**src/per_label_binned_histogram_assert.svh**
```systemverilog
// ----------------------------------------------------------------------------
// Assertion macros for the per-label binned histogram
// Concurrent checks clocked on clk and disabled while rst is high.
// ----------------------------------------------------------------------------
`ifndef PER_LABEL_BINNED_HISTOGRAM_ASSERT_SVH
`define PER_LABEL_BINNED_HISTOGRAM_ASSERT_SVH

// Condition holds at every edge out of reset
`define PLBH_ASSERT_ALWAYS(name, cond, msg) \
  name: assert property (@(posedge clk) disable iff (rst) (cond)) else $error(msg);

// Antecedent implies consequent in the same cycle
`define PLBH_ASSERT_IMPLY(name, ante, cons, msg) \
  name: assert property (@(posedge clk) disable iff (rst) (ante) |-> (cons)) else $error(msg);

`endif

```
**src/plbh_pkg.sv**
```systemverilog
// ----------------------------------------------------------------------------
// plbh_pkg
// Shared constants, types and helper functions of the per-label histogram.
// ----------------------------------------------------------------------------
`default_nettype none

package plbh_pkg;

  localparam int LABEL_COUNT = 256;
  localparam int COUNT_WIDTH = 32;
  localparam int BIN_SLOTS   = 256;
  localparam int BIN_W       = 8;
  localparam int LABEL_W     = $clog2(LABEL_COUNT);
  localparam int ADDR_W      = LABEL_W + BIN_W;
  localparam int MEM_DEPTH   = LABEL_COUNT * BIN_SLOTS;
  localparam int OUT_W       = 32;
  localparam int CLIP_W      = (COUNT_WIDTH > OUT_W) ? COUNT_WIDTH : OUT_W;
  localparam logic [OUT_W-1:0] OUT_MAX = '1;

  localparam int FIFO_DEPTH = 4;
  localparam int FIFO_AW    = $clog2(FIFO_DEPTH);

  localparam int DIV_STEPS = 8;
  localparam int DIV_CW    = $clog2(DIV_STEPS);

  // request codes
  localparam logic REQ_ACCUM = 1'b0;
  localparam logic REQ_READ  = 1'b1;

  // configuration map: word index bit of paddr
  localparam int   CFG_AW        = 3;
  localparam logic CFG_BIN_WIDTH = 1'b0;
  localparam logic [7:0] BIN_WIDTH_RESET = 8'd1;

  typedef struct packed {
    logic               is_read;
    logic               lab_ok;
    logic [LABEL_W-1:0] lab_idx;
    logic [BIN_W-1:0]   bin;
  } op_t;

  typedef enum logic [1:0] {
    FR_IDLE,
    FR_DIV,
    FR_EMIT
  } front_state_t;

  typedef enum logic [1:0] {
    BK_CLEAR,
    BK_IDLE,
    BK_LOOK
  } back_state_t;

  function automatic logic [COUNT_WIDTH-1:0] sat_inc(input logic [COUNT_WIDTH-1:0] v);
    logic [COUNT_WIDTH-1:0] r;
    if (v == '1) begin
      r = v;
    end else begin
      r = v + COUNT_WIDTH'(1);
    end
    return r;
  endfunction

  function automatic logic [OUT_W-1:0] out_clip(input logic [COUNT_WIDTH-1:0] v);
    logic [CLIP_W-1:0] ext;
    logic [OUT_W-1:0]  r;
    ext = CLIP_W'(v);
    if (ext > CLIP_W'(OUT_MAX)) begin
      r = OUT_MAX;
    end else begin
      r = ext[OUT_W-1:0];
    end
    return r;
  endfunction

endpackage

`default_nettype wire

```
**src/plbh_fifo.sv**
```systemverilog
// ----------------------------------------------------------------------------
// plbh_fifo
// Short operation queue between the front and back sections.
// ----------------------------------------------------------------------------
`default_nettype none

module plbh_fifo (
  input  wire logic            clk,
  input  wire logic            rst,
  input  wire logic            push,
  input  wire plbh_pkg::op_t   din,
  output      logic            full,
  input  wire logic            pop,
  output      plbh_pkg::op_t   dout,
  output      logic            empty
);
  import plbh_pkg::*;

  op_t              entries [FIFO_DEPTH];
  logic [FIFO_AW:0] wr_ptr;
  logic [FIFO_AW:0] rd_ptr;

  assign empty = (wr_ptr == rd_ptr);
  assign full  = (wr_ptr[FIFO_AW-1:0] == rd_ptr[FIFO_AW-1:0]) &&
                 (wr_ptr[FIFO_AW] != rd_ptr[FIFO_AW]);
  assign dout  = entries[rd_ptr[FIFO_AW-1:0]];

  always_ff @(posedge clk) begin
    if (rst) begin
      wr_ptr <= '0;
      rd_ptr <= '0;
    end else begin
      if (push && !full) begin
        wr_ptr <= wr_ptr + (FIFO_AW + 1)'(1);
      end
      if (pop && !empty) begin
        rd_ptr <= rd_ptr + (FIFO_AW + 1)'(1);
      end
    end
  end

  always_ff @(posedge clk) begin
    if (push && !full) begin
      entries[wr_ptr[FIFO_AW-1:0]] <= din;
    end
  end

endmodule

`default_nettype wire

```
**config.mk**
```make
export PLATFORM = sky130hd
export DESIGN_NAME = plbh_fifo
export DESIGN_NICKNAME = d
export VERILOG_FILES = /design/src/per_label_binned_histogram_assert.svh /design/src/plbh_pkg.sv /design/src/plbh_fifo.sv
export SDC_FILE = /design/constraint.sdc
export NUM_CORES = 1
export LEC_CHECK = 0
export ABC_AREA = 0
export BUFFER_PORTS_ARGS = -buffer_cell sky130_fd_sc_hd__buf_2
export CORE_MARGIN = 5
export CORE_UTILIZATION = 55
export CTS_CLUSTER_SIZE = 10
export DETAILED_ROUTE_END_ITERATION = 16
export PLACE_DENSITY = 0.84
export SYNTH_ARGS = -nofsm -noshare
export SYNTH_HDL_FRONTEND = slang
export SYNTH_SLANG_ARGS = --single-unit
```
**constraint.sdc**
```tcl
create_clock -name clk -period 4.2 [get_ports clk]
set_clock_uncertainty 0.1 [all_clocks]
set_input_delay 0.42 -clock clk [delete_from_list [all_inputs] [get_ports clk]]
set_output_delay 0.42 -clock clk [all_outputs]
set_load 0.1 [all_outputs]
```
### Word-level counts from Yosys, hierarchy flattened

Memory sizes are Yosys's and may differ from the RTL's. A register that Yosys moved wholly into a read port is not among the register bits.
Index checks and enable logic that the tools add are counted.
W data, S select, Z words.

* bits in registers: 6
* bits in writable memories: 72
* input port bits: 22
* word-level logic and storage cells: 17
* memories: 1

Memory list
* entries: words 4, bits a word 18, rd ports 1, clocked after memory_dff 1, write ports 1, line plbh_fifo.sv:19 `op_t entries [FIFO_DEPTH];`

* $add $sub $neg: 2
* equality and inequality tests: 3
* mux-type cells: 4
* reduce and logical (&&, ||, !) cells: 5

Operator list (count)
* $add A3 B1 Y3 const B: 2
* $mux W2: 2
* $eq A3 B3 Y1: 1
* $logic_and A1 B1 Y1: 3
* $eq A2 B2 Y1: 1
* $logic_not A1 Y1: 2
* $mux W1: 2
* $ne A1 B1 Y1: 1

### Logic depth before layout (Yosys ltp)

* word-level depth: 6
* mapped depth: 5
* gate-level depth less buffers: 4

### Worst setup path after synthesis

No wires, ideal clock.

* kind: register to output
* from: reg wr_ptr[1]
* to: out empty
* arrival time: 2.247 ns
* required time: 3.680 ns
* path slack: 1.433 ns
* cell stages (with the launch flop): 5
* cell sequence: dfxtp_1 -> buf_6 -> xnor2_1 -> nand2_1 -> nor2_1

* word-level cells in the longest chain between the ends: 1

Ends and longest elaborated chain
* start, declared: line plbh_fifo.sv:20 `logic [FIFO_AW:0] wr_ptr;`
* start signal, assigned: line plbh_fifo.sv:34 `wr_ptr <= wr_ptr + (FIFO_AW + 1)'(1);`
* $eq A3 B3 Y1: line plbh_fifo.sv:23 `assign empty = (wr_ptr == rd_ptr);`
* end, declared: line plbh_fifo.sv:15 `output logic empty`

Every way passes these cells.

### Worst setup path in the final report

* from: reg wr_ptr[0]
* to: out full

* word-level cells in the longest chain between the ends: 2

Ends and longest elaborated chain
* $eq A2 B2 Y1: line plbh_fifo.sv:24 `assign full = (wr_ptr[FIFO_AW-1:0] == rd_ptr[FIFO_AW-1:0]) &&`
* $logic_and A1 B1 Y1: line plbh_fifo.sv:24
* end, declared: line plbh_fifo.sv:12 `output logic full,`

Every way passes these cells.

==> results by stage <==
Outcome:
- The flow ran to the end, and the final reports show no timing, DRC or antenna violations.

Clocking:
- The post-CTS repair timing setup buffer count is 0.
- The number of buffers created by CTS is 9.
- Gates resized during post-CTS repair numbered 0.
- The deepest clock path buffer count is 2.
- At the later pin of the worst-skew pair, clock insertion delay measures about 0.33 ns.
- The clock transition at the register clock pins on the worst setup and hold paths after CTS is 0.07 ns.
- The clock root buffer is clkbuf_8.
- The number of clock sinks is 80.
- The H-tree generated during clock tree synthesis spans 3 levels.
- TritonCTS built the clock tree.
- The number of buffers inserted by hold repair at cts is 0.

Yosys:
- In this run, synthesis inferred about 70 flip-flops with an integrated enable.
- Ranked by instance count, the synthesized netlist is headed by edfxtp_1, mux4_2, dfxtp_1.
- The count of different cell masters after synthesis is 30.
- The average footprint of a synthesized cell is approximately 20 um^2.
- The area of the mapped netlist is about 3200 um^2.
- Sorting the synthesized cells by area gives the leading types as edfxtp_1, mux4_2, dfxtp_1.
- Of the synthesized area, sequential elements account for between 70% and 80%.
- The number of synthesized register bits is 80.
- The share of synthesized registers carrying an async set or reset is 0%.
- Synthesis produced roughly 160 cells.
- The yosys synthesis warning count is 0.
- The area share of the leading cell type in the synthesized netlist is slightly below 70%.
- The most frequently used cell type in the post-synthesis netlist is edfxtp_1.
- When the netlist entered floorplanning its net count stood at between 150 and 200.
- The main flop type after synthesis is edfxtp_1.
- Summed over all instances, the cell type with the most area after synthesis is edfxtp_1.

Routing:
- In this run the remaining antenna-violating nets after routing total 0.
- The first-pass iteration count of the detailed router is 4.
- The via count is ~1,600.
- The first-iteration detailed-routing DRC count is 99.
- The DRC violations left is 0.
- In the final routed layout, each cell accounts on average for around 18 um.
- The routed wire length is ~5200 um.
- After detailed routing, the number of vias per cell comes to roughly 5.6.

Timing:
- For the finished layout, the period the worst path requires is 2.58 ns.
- The worst hold slack is ~0.2 ns.
- Setup violations remaining at the end of the flow were counted as 0.
- The measured slew at the worst slew-check pin is 0.899 ns.
- Setup repair after global routing left no endpoint under its margin.
- The maximum clock rate is between 0.3 and 0.4 GHz.
- After routing, the total negative slack on setup checks comes to 0 ns.
- The total count of max-transition violations in the final report came to 0.
- The count of endpoints failing hold in the final timing report is 0.
- Headroom to the max-slew limit came out at 40.1%.
- The share of the cycle needed by the critical path after routing is approximately three fifths.

Place:
- The total of buffers placed on input and output ports is 41.
- The congestion estimate from routability-driven global placement came to roughly 0.80.
- The sum of net half-perimeters after detailed placement is 3360 um.
- Once placement finished, the instance area stood at roughly 3400 um^2.

Critical path:
- The worst register-to-register path has a setup slack of slightly below 2 ns.
- The worst setup path is of the reg -> out kind.
- The worst flop-to-flop path startpoint is wr_ptr[1]$_SDFFE_PP0P_.
- STA classifies the critical path startpoint as a flip-flop.
- The endpoint identified for the worst register-to-register timing path is entries[2][14]$_DFFE_PP_.
- The path depth of the worst reg2reg path is 3.
- The required time at the endpoint of the critical path is 3.68 ns.
- For the worst setup path, the data arrival time is about 2 ns.
- The largest driver fanout on the critical path is 8.
- The worst setup path is captured at a primary output.

Final layout:
- The area growth from synthesis to layout is 13.2%.
- In the final design database the tool counted between 200 and 250 nets.
- The finished cells cover between 3000 and 4000 um^2.
- The repair_antennas step left the layout with diodes totalling 0.
- In the final layout, the share of cells above drive strength 1 is between 30% and 40%.

Global route:
- The initial antenna violation count is 0.
- The largest net degree at the start of global routing is 19.
- Summed over all layers, the global routing overflow is 0.
- The total routing usage reported by global routing is about 16%.
- The first global-routing pass estimated 8470 um of wire.
- The number of global-route vias before repair was roughly 1,700.

Hold path:
- Counting instances, the worst hold path has a depth of 1.
- The min-delay analysis places its worst path in the category in -> reg.
- In this run the most critical hold path is launched from din[12].
- For hold timing, the worst endpoint is entries[3][12]$_DFFE_PP_.

Floorplan:
- The floorplan die area is around 7400 um^2.
- Pin placement for this block handled 42 I/O pins.
- The die span in x is approximately 86 um.
- The vertical extent of the die is 85.9 um.
- The initial utilization of the core area, before any placement, comes to 57.2%.
- The standard cell core area is roughly 5500 um^2.
- The floorplan has 27 rows.

Job:
- The count of max-cap constraint violations is 0.
==> cells in the final DEF (no fill, tap or decap), types with 3 or more instances in the layout <==
cell,instances
clkbuf_1,3
nor3b_1,4
edfxtp_1,72
buf_2,41
a31oi_1,3
dfxtp_1,8
xnor2_1,3
clkbuf_8,9
xor2_1,3
ha_1,5
o211ai_1,5
mux4_2,18
o21ai_0,4
inv_1,4
nand2_1,5
and2_1,3
nand3_1,3
==> kinds of logic after synthesis <==
family	share of synthesized area [%]
buf+inv	2.17
flops	73.2
xor+xnor	1.66
mux	12.8
fa+ha+maj	1.97
compound gates	4.06
simple gates	4.10
==> how the worst max path moves through the flow <==
stage	startpoint	to	depth (start not counted)
CTS	wr_ptr[0]$_SDFFE_PP0P_	full	4
finish	wr_ptr[0]$_SDFFE_PP0P_	full	4
global route	rd_ptr[0]$_SDFFE_PP0P_	full	4
floorplan	wr_ptr[1]$_SDFFE_PP0P_	empty	4
global placement	flip-flop	dout[17]	2
detailed placement	wr_ptr[1]$_SDFFE_PP0P_	entries[1][6]$_DFFE_PP_	3
==> sequential cells by signal, summed over array words and instances, names as in the netlist, named ones only <==
register,cells
rd_ptr,3
entries,72
wr_ptr,3
==> area by class of cell <==
| class | count | area (um^2) |
|---|---|---|
| sequential | 80 | 2320 |
| fill | 369 | 1950 |
| tap | 72 | 90.1 |
| clock buffer | 12 | 135 |
| clock inverter | 4 | 21.3 |
| timing repair buffer | 43 | 220 |
| multi-input combinational | 71 | 786 |
| inverter | 4 | 15.0 |
==> stage by stage <==
| step | cells | worst slack [ns] | utilization [%] |
|---|---|---|---|
| 6_report | 286 | 1.62 | 64.8 |
| 4_1_cts | 286 | 1.59 | 64.8 |
| 2_1_floorplan | 162 | 1.43 | - |
| 3_3_place_gp | 270 | 1.98 | 62.0 |
| 5_1_grt | 286 | 1.42 | 64.8 |
| 3_5_place_dp | 270 | 1.93 | 62.0 |
==> routing by layer <==
layer	vias up	share of wire [%]	wire (um)	global-route usage [%]
met3	8	4.5	232	4.42
li1	755	-	-	-
met4	0	1.7	90	6.47
met2	34	50	2560	24.5
met1	798	44	2290	20.2
met5	-	0	0	0
==> worst max-delay path, stage by stage, from the launching register on <==
cell     delay [ns]
dfxtp_1        0.39
xnor2_1        0.51
nand2_1        0.25
nor2_1         0.15
buf_2          0.43
Power is not shown: default switching activity piles up to over one toggle a cycle in this logic, so the estimate is an artifact.
