File: config.mk
export PLATFORM = sky130hd
export DESIGN_NAME = plbh_front
export DESIGN_NICKNAME = d
export VERILOG_FILES = /design/src/per_label_binned_histogram_assert.svh /design/src/plbh_pkg.sv /design/src/plbh_front.sv
export SDC_FILE = /design/constraint.sdc
export NUM_CORES = 1
export LEC_CHECK = 0
export BUFFER_PORTS_ARGS = -buffer_cell sky130_fd_sc_hd__buf_2
export CAP_MARGIN = 20
export CORE_ASPECT_RATIO = 2
export CORE_MARGIN = 3
export CORE_UTILIZATION = 53
export CTS_CLUSTER_DIAMETER = 200
export CTS_CLUSTER_SIZE = 8
export DETAILED_ROUTE_END_ITERATION = 16
export GPL_TIMING_DRIVEN = 0
export PLACE_DENSITY = 0.8
export SYNTH_ARGS = -nofsm -noshare
export SYNTH_HDL_FRONTEND = slang
export SYNTH_SLANG_ARGS = --single-unit
File: constraint.sdc
create_clock -name clk -period 2.9 [get_ports clk]
set_input_delay 0.58 -clock clk [delete_from_list [all_inputs] [get_ports clk]]
set_output_delay 0.58 -clock clk [all_outputs]
set_load 0.03 [all_outputs]
File: src/per_label_binned_histogram_assert.svh
// ----------------------------------------------------------------------------
// Assertion macros for the per-label binned histogram
// Concurrent checks clocked on clk and disabled while rst is high.
// ----------------------------------------------------------------------------
`ifndef PER_LABEL_BINNED_HISTOGRAM_ASSERT_SVH
`define PER_LABEL_BINNED_HISTOGRAM_ASSERT_SVH

// Condition holds at every edge out of reset
`define PLBH_ASSERT_ALWAYS(name, cond, msg) \
  name: assert property (@(posedge clk) disable iff (rst) (cond)) else $error(msg);

// Antecedent implies consequent in the same cycle
`define PLBH_ASSERT_IMPLY(name, ante, cons, msg) \
  name: assert property (@(posedge clk) disable iff (rst) (ante) |-> (cons)) else $error(msg);

`endif

File: src/plbh_pkg.sv
// ----------------------------------------------------------------------------
// plbh_pkg
// Shared constants, types and helper functions of the per-label histogram.
// ----------------------------------------------------------------------------
`default_nettype none

package plbh_pkg;

  localparam int LABEL_COUNT = 256;
  localparam int COUNT_WIDTH = 32;
  localparam int BIN_SLOTS   = 256;
  localparam int BIN_W       = 8;
  localparam int LABEL_W     = $clog2(LABEL_COUNT);
  localparam int ADDR_W      = LABEL_W + BIN_W;
  localparam int MEM_DEPTH   = LABEL_COUNT * BIN_SLOTS;
  localparam int OUT_W       = 32;
  localparam int CLIP_W      = (COUNT_WIDTH > OUT_W) ? COUNT_WIDTH : OUT_W;
  localparam logic [OUT_W-1:0] OUT_MAX = '1;

  localparam int FIFO_DEPTH = 4;
  localparam int FIFO_AW    = $clog2(FIFO_DEPTH);

  localparam int DIV_STEPS = 8;
  localparam int DIV_CW    = $clog2(DIV_STEPS);

  // request codes
  localparam logic REQ_ACCUM = 1'b0;
  localparam logic REQ_READ  = 1'b1;

  // configuration map: word index bit of paddr
  localparam int   CFG_AW        = 3;
  localparam logic CFG_BIN_WIDTH = 1'b0;
  localparam logic [7:0] BIN_WIDTH_RESET = 8'd1;

  typedef struct packed {
    logic               is_read;
    logic               lab_ok;
    logic [LABEL_W-1:0] lab_idx;
    logic [BIN_W-1:0]   bin;
  } op_t;

  typedef enum logic [1:0] {
    FR_IDLE,
    FR_DIV,
    FR_EMIT
  } front_state_t;

  typedef enum logic [1:0] {
    BK_CLEAR,
    BK_IDLE,
    BK_LOOK
  } back_state_t;

  function automatic logic [COUNT_WIDTH-1:0] sat_inc(input logic [COUNT_WIDTH-1:0] v);
    logic [COUNT_WIDTH-1:0] r;
    if (v == '1) begin
      r = v;
    end else begin
      r = v + COUNT_WIDTH'(1);
    end
    return r;
  endfunction

  function automatic logic [OUT_W-1:0] out_clip(input logic [COUNT_WIDTH-1:0] v);
    logic [CLIP_W-1:0] ext;
    logic [OUT_W-1:0]  r;
    ext = CLIP_W'(v);
    if (ext > CLIP_W'(OUT_MAX)) begin
      r = OUT_MAX;
    end else begin
      r = ext[OUT_W-1:0];
    end
    return r;
  endfunction

endpackage

`default_nettype wire

File: src/plbh_front.sv
// ----------------------------------------------------------------------------
// plbh_front
// Accepts transactions, finds the bin of an accumulate with a bit-serial
// divider and hands one classified operation to the queue.
// ----------------------------------------------------------------------------
`default_nettype none

module plbh_front (
  input  wire logic            clk,
  input  wire logic            rst,
  input  wire logic            push,
  output      logic            full,
  input  wire logic            req_type,
  input  wire logic [7:0]      label,
  input  wire logic [7:0]      pixel_value,
  input  wire logic [7:0]      bin,
  input  wire logic [7:0]      bin_width,
  input  wire logic            clearing,
  input  wire logic            q_full,
  output      logic            q_push,
  output      plbh_pkg::op_t   q_data
);
  import plbh_pkg::*;

  front_state_t        state;
  front_state_t        state_next;
  op_t                 op;
  logic [7:0]          dvd;
  logic [7:0]          rem;
  logic [7:0]          w;
  logic [DIV_CW-1:0]   cnt;
  logic                accept;
  logic [8:0]          shifted;
  logic [8:0]          trial;
  logic                qbit;

  assign shifted = {rem, dvd[7]};
  assign trial   = shifted - {1'b0, w};
  assign qbit    = ~trial[8];

  always_comb begin
    state_next = state;
    unique case (state)
      FR_IDLE: begin
        if (push && !clearing) begin
          state_next = (req_type == REQ_READ) ? FR_EMIT : FR_DIV;
        end
      end
      FR_DIV: begin
        if (cnt == DIV_CW'(DIV_STEPS - 1)) begin
          state_next = FR_EMIT;
        end
      end
      FR_EMIT: begin
        if (!q_full) begin
          state_next = FR_IDLE;
        end
      end
      default: state_next = FR_IDLE;
    endcase
  end

  always_comb begin
    full   = 1'b1;
    q_push = 1'b0;
    unique case (state)
      FR_IDLE: full   = clearing;
      FR_DIV:  full   = 1'b1;
      FR_EMIT: q_push = !q_full;
      default: full   = 1'b1;
    endcase
  end

  assign accept = push && !full;

  always_comb begin
    q_data = op;
    if (!op.is_read) begin
      q_data.bin = dvd;
    end
  end

  always_ff @(posedge clk) begin
    if (rst) begin
      state <= FR_IDLE;
    end else begin
      state <= state_next;
    end
  end

  always_ff @(posedge clk) begin
    if (accept) begin
      op.is_read <= (req_type == REQ_READ);
      op.lab_ok  <= (int'(label) < LABEL_COUNT);
      op.lab_idx <= LABEL_W'(label);
      op.bin     <= bin;
      dvd        <= pixel_value;
      rem        <= '0;
      cnt        <= '0;
      w          <= (bin_width == 8'd0) ? 8'd1 : bin_width;
    end else if (state == FR_DIV) begin
      rem <= qbit ? trial[7:0] : shifted[7:0];
      dvd <= {dvd[6:0], qbit};
      cnt <= cnt + DIV_CW'(1);
    end
  end

endmodule

`default_nettype wire

==> Word level (Yosys, flattened, before mapping) <==
Cells that the tools add are included.
{ "totals": {"reg_bits": 46, "in_bits": 38, "output_inout_bits": 20, "word_cells": 37} }
{ "op_classes": {"addsub": 2, "eq_ne": 6, "muxes": 11, "n_bitwise": 1, "n_reduce_logical": 9} }
{ "op_table": {"columns": ["operator", "n"], "rows": [
  ["2-to-1 mux 8 bit", 4],
  ["subtractor 9 x 8 -> 9 bit", 1],
  ["logical NOT 8 bit", 1],
  ["2-to-1 mux 2 bit", 4],
  ["inequality test 2 bit, second input constant", 3],
  ["case mux 2 bit (3 select lines)", 1],
  ["adder 3 x 1 -> 3 bit, second input constant", 1],
  ["equality test 3 bit, second input constant", 1],
  ["logical NOT 1 bit", 3],
  ["AND reduction 3 bit", 1],
  ["equality test 2 x 1 -> 1 bit, second input constant", 1],
  ["equality test 2 bit, second input constant", 1],
  ["logical AND 1 bit", 2],
  ["logical NOT 2 bit", 1],
  ["2-to-1 mux 1 bit", 2],
  ["nonzero test 2 bit", 1],
  ["NOT 1 bit", 1]
]} }

==> Depth between registers and ports, before layout <==
{ "depth": {"word_depth": 5, "mapped_depth": 10, "depth_no_buf": 9} }

==> Worst setup path after synthesis <==
OpenSTA, ideal clock, no wires.
{ "synth_path": {"path_type": "reg-to-reg", "start": "reg dvd[7]", "end": "reg rem[0]", "setup_ns": 0.106, "arrival_time_ns": 2.080, "required_ns": 2.794, "slack_ns": 0.714, "path_stages_with_launch": 10, "path_buffers": 1, "period_less_slack_ns": 2.186, "cell_sequence": "edfxtp_1 -> inv_1 -> ha_1 -> fa_1 -> nand2b_1 -> a211oi_2 -> mux2i_1 -> nor2_2 -> buf_6 -> o311ai_0"} }
{ "synth_via": {"elab_chain_cells": 2} }
{ "synth_lines": {"columns": ["element", "line", "text"], "rows": [
  ["start: declaration", "plbh_front.sv:28", "logic [7:0] dvd;"],
  ["start signal: assignment", "plbh_front.sv:97", "dvd <= pixel_value;"],
  ["start signal: assignment", "plbh_front.sv:103", "dvd <= {dvd[6:0], qbit};"],
  ["subtractor 9 x 8 -> 9 bit", "plbh_front.sv:38", "assign trial = shifted - {1'b0, w};"],
  ["2-to-1 mux 8 bit *", "plbh_front.sv:102", "rem <= qbit ? trial[7:0] : shifted[7:0];"],
  ["end signal: assignment", "plbh_front.sv:102", null],
  ["end: declaration", "plbh_front.sv:29", "logic [7:0] rem;"]
]} }
Mark *: on every way between the ends. The rest lies on a longest branch, timed or not.
A chain may end at the register's enable or synchronous reset.

==> Worst setup path in the final report <==
{ "layout_path": {"start": "reg dvd[7]", "end": "reg rem[1]"} }
{ "layout_via": {"elab_chain_cells": 2} }
{ "layout_lines": {"columns": ["element", "line"], "rows": [
  ["subtractor 9 x 8 -> 9 bit", "plbh_front.sv:38"],
  ["2-to-1 mux 8 bit", "plbh_front.sv:102"]
]} }
No other way between the ends.

==> results.md <==
* Status: finished, final reports clean
* Leak at 0.00118 uW
* Share of layout cells above drive strength 1 at 0.395
* Crit path buffers/inverters at 2
* Clock tree sinks at 46
* CP max stage cell: fa_1
* Storage element area at 1250 um2
* Clock skew at 9.30 ps
* Worst-path cell chain: inv_1, ha_1, fa_1, nand2b_1, a211oi_2, mux2i_1, nor2_2, buf_6, o311ai_0
* Placed inst area at 2640 um2
* Yosys reg bits at 46
* Slew HR at 0.663
* Final setup TNS at 0 ps
* Maximum fanout along the worst path at 10
* Worst Setup EP: rem[1]$_SDFFE_PP0P_
* Final Max Slew Viols at 0
* DRT Pass-1 Iters at 4
* Synth Net Count at 238
* Hold Violations, Final at 0
* H-Tree Depth at 2
* Starting Density at 0.555
* Power per Cell Area at 761 nW/um2
* Final GP Congestion at 0.906
* Via count at 1591
* Post-Layout Inst Area at 2740 um2
* FP Rows at 33
* 1st-iter DRT viols at 28
* ANT nets after route at 0
* Seq/Total Area, Yosys at 0.546
* TritonCTS Buffers at 5
* Fmax at 421 MHz
* WP data arrival at 2560 ps
* Antenna diode count at 0
* Die X at 52.5 um
* Postcts setup bufs at 0
* Worst-margin pin slew at 506 ps
* CTS tree: yes
* Core footprint at 4130 um2
* Levels on crit path at 9
* Cts hold-fix bufs at 0
* Worst setup EP type: flop
* Critical Path RT at 3080 ps
* Area of the multi-input gates at 853 um2
* WHS at 458 ps
* Synthesis Warnings at 0
* Mean routed wirelength per cell at 13.7 um
* R2R Path End: rem[1]$_SDFFE_PP0P_
* Vias in the first global route at 1601
* Critical path origin: dvd[7]$_DFFE_PP_
* Vias/cell at 5.22
* Clock-pin slew on the worst setup and hold paths at 80 ps
* Total Wirelength at 4190 um
* Filler instances at 329
* Root buffer cell: clkbuf_8
* Synth cell types at 48
* Top Family by Delay on Critical Path: adder cells
* Worst r2r path cells at 9
* First-pass GRT wire length at 6910 um
* Die H at 99.0 um
* Clk_lat worst skew at 290 ps
* Resized cells post-CTS at 0
* Final #Nets at 301
* Fin cells at 305
* Largest net degree at the start of global routing at 35
* Synth-to-Final Area Change at 19.7%
* RSZ-0062 raised after global routing: no
* DRC at 0
* Worst path max stage delay at 400 ps
* Inst Count DP at 297
* Overflow after GRT at 0
* Port Buf Inserts at 56
* Longest Clk Path Bufs at 2
* Mapped cell area at 2290 um2
* Initial antenna violation count at 0
* Io pins at 58
* GRT Overall Usage at 0.182
* Reg-to-reg slack, setup at 530 ps
* Final setup fails at 0
* Worst setup SP type: flop
* Post-DP HPWL at 3300 um
* Maxcap violations at 0
* Final worst path period need at 2370 ps
* Critical path class: flop to flop
* Syn Area/Cell at 12.1 um2
* Mapped Cells at 189
* Tcrit/Tclk final at 0.819
* R2r startpoint: dvd[7]$_DFFE_PP_
* Hold Crit Class: input pin to flop
* VDD IR-drop max at 513 uV
* Die footprint at 5200 um2
[metrics by stage]
stage	worst slack, ps	utilization	total power [uW]
after floorplan	714	-	1480
after global placement	535	0.639	1630
after detailed placement	558	0.639	1660
after CTS	505	0.665	2110
after global routing	270	0.665	2220
final	525	0.665	2090
[metal layers]
layer  routed length (um)  global-route usage  vias to the layer above  share of wire
met5                    0                   0                        -              0
met4                  125              0.0886                        0          0.030
met3                  172              0.0363                       10          0.041
met2                 2530               0.330                       42           0.60
met1                 1360               0.187                      755           0.33
li1                     -                   -                      784              -
[power by group]
| part | switching [uW] | internal [uW] | leakage, uW |
|---|---|---|---|
| registers | 72.7 | 816 | 0.000415 |
| logic | 399 | 344 | 0.000715 |
| clock network | 198 | 258 | 0.0000524 |
[cell families after synthesis]
logic type	count (synthesis)	share of synthesized area
XOR/XNOR	5	0.0191
other	1	0.00164
AO/OA/AOI/OAI	34	0.104
flip-flops	46	0.546
multiplexers	19	0.0906
adder cells (fa/ha/maj)	11	0.0633
buffers and inverters	34	0.0819
AND/OR/NAND/NOR	39	0.0939
[layout make-up]
type	instances	area share
clock buffer	7	0.0278
buffer	23	0.0534
timing repair buffer	56	0.102
clock inverter	1	0.0109
multi-input combinational	109	0.311
sequential	46	0.456
tap	52	0.0237
inverter	11	0.0150
[cells in the mapped netlist, drive strengths merged]
cell type	count	area (um2)
a2bb2oi	1	8.76
mux2	14	158
o32a	1	10.0
ha	10	125
a22oi	1	7.51
a21o	2	16.3
nand3	3	15.0
o21ai	13	68.8
clkbuf	10	47.5
and2	1	6.26
xnor2	2	17.5
nand2	12	45.0
or2b	2	17.5
a31oi	2	12.5
fa	1	20.0
nand4b	1	8.76
nor3	3	15.0
mux2i	5	50.1
nand2b	4	25.0
a21oi	4	23.8
nor2b	3	18.8
nor2	6	25.0
a22o	2	17.5
nor4	1	6.26
buf	13	98.8
o311ai	2	17.5
a211oi	2	20.0
o22ai	1	6.26
inv	11	41.3
edfxtp	33	991
a21boi	1	7.51
o21bai	1	11.3
dfxtp	13	260
conb	1	3.75
a211o	1	10.0
xor2	3	26.3
nor3b	2	26.3
or3	1	6.26
[layout by cell type, fill, tap and decap left out, types with 3 or more instances in the layout]
cell and n:
a21oi_1 3, buf_2 57, buf_4 11, clkbuf_1 11, clkbuf_8 6, dfxtp_1 13
edfxtp_1 33, ha_1 10, inv_1 11, mux2_2 14, mux2i_1 5, nand2_1 12
nand2b_1 4, nand3_1 3, nor2_1 5, nor2b_1 3, nor3_1 3, o21ai_0 10
xor2_1 3
[registers in the layout, indices dropped and copies added, names as in the netlist]
signal,flops
state,2
rem,8
w,8
op,8
q_data,9
cnt,3
dvd,8
[worst min-delay path by stage]
| stage | startpoint | endpoint | slack [ps] | cells past startpoint |
|---|---|---|---|---|
| 5_1_grt | bin[4] | op[4]$_DFFE_PP_ | 440 | 1 |
| 4_1_cts | rst | state[0]$_SDFFE_PP0P_ | 450 | 2 |
| 3_5_place_dp | cnt[0]$_SDFFE_PP0P_ | cnt[0]$_SDFFE_PP0P_ | 470 | 2 |
| 3_3_place_gp | cnt[0]$_SDFFE_PP0P_ | cnt[0]$_SDFFE_PP0P_ | 460 | 2 |
| 6_report | rst | state[0]$_SDFFE_PP0P_ | 460 | 2 |
| 2_1_floorplan | rem[3]$_SDFFE_PP0P_ | rem[3]$_SDFFE_PP0P_ | 450 | 2 |
Note: power is estimated with default switching activity, not from simulation.
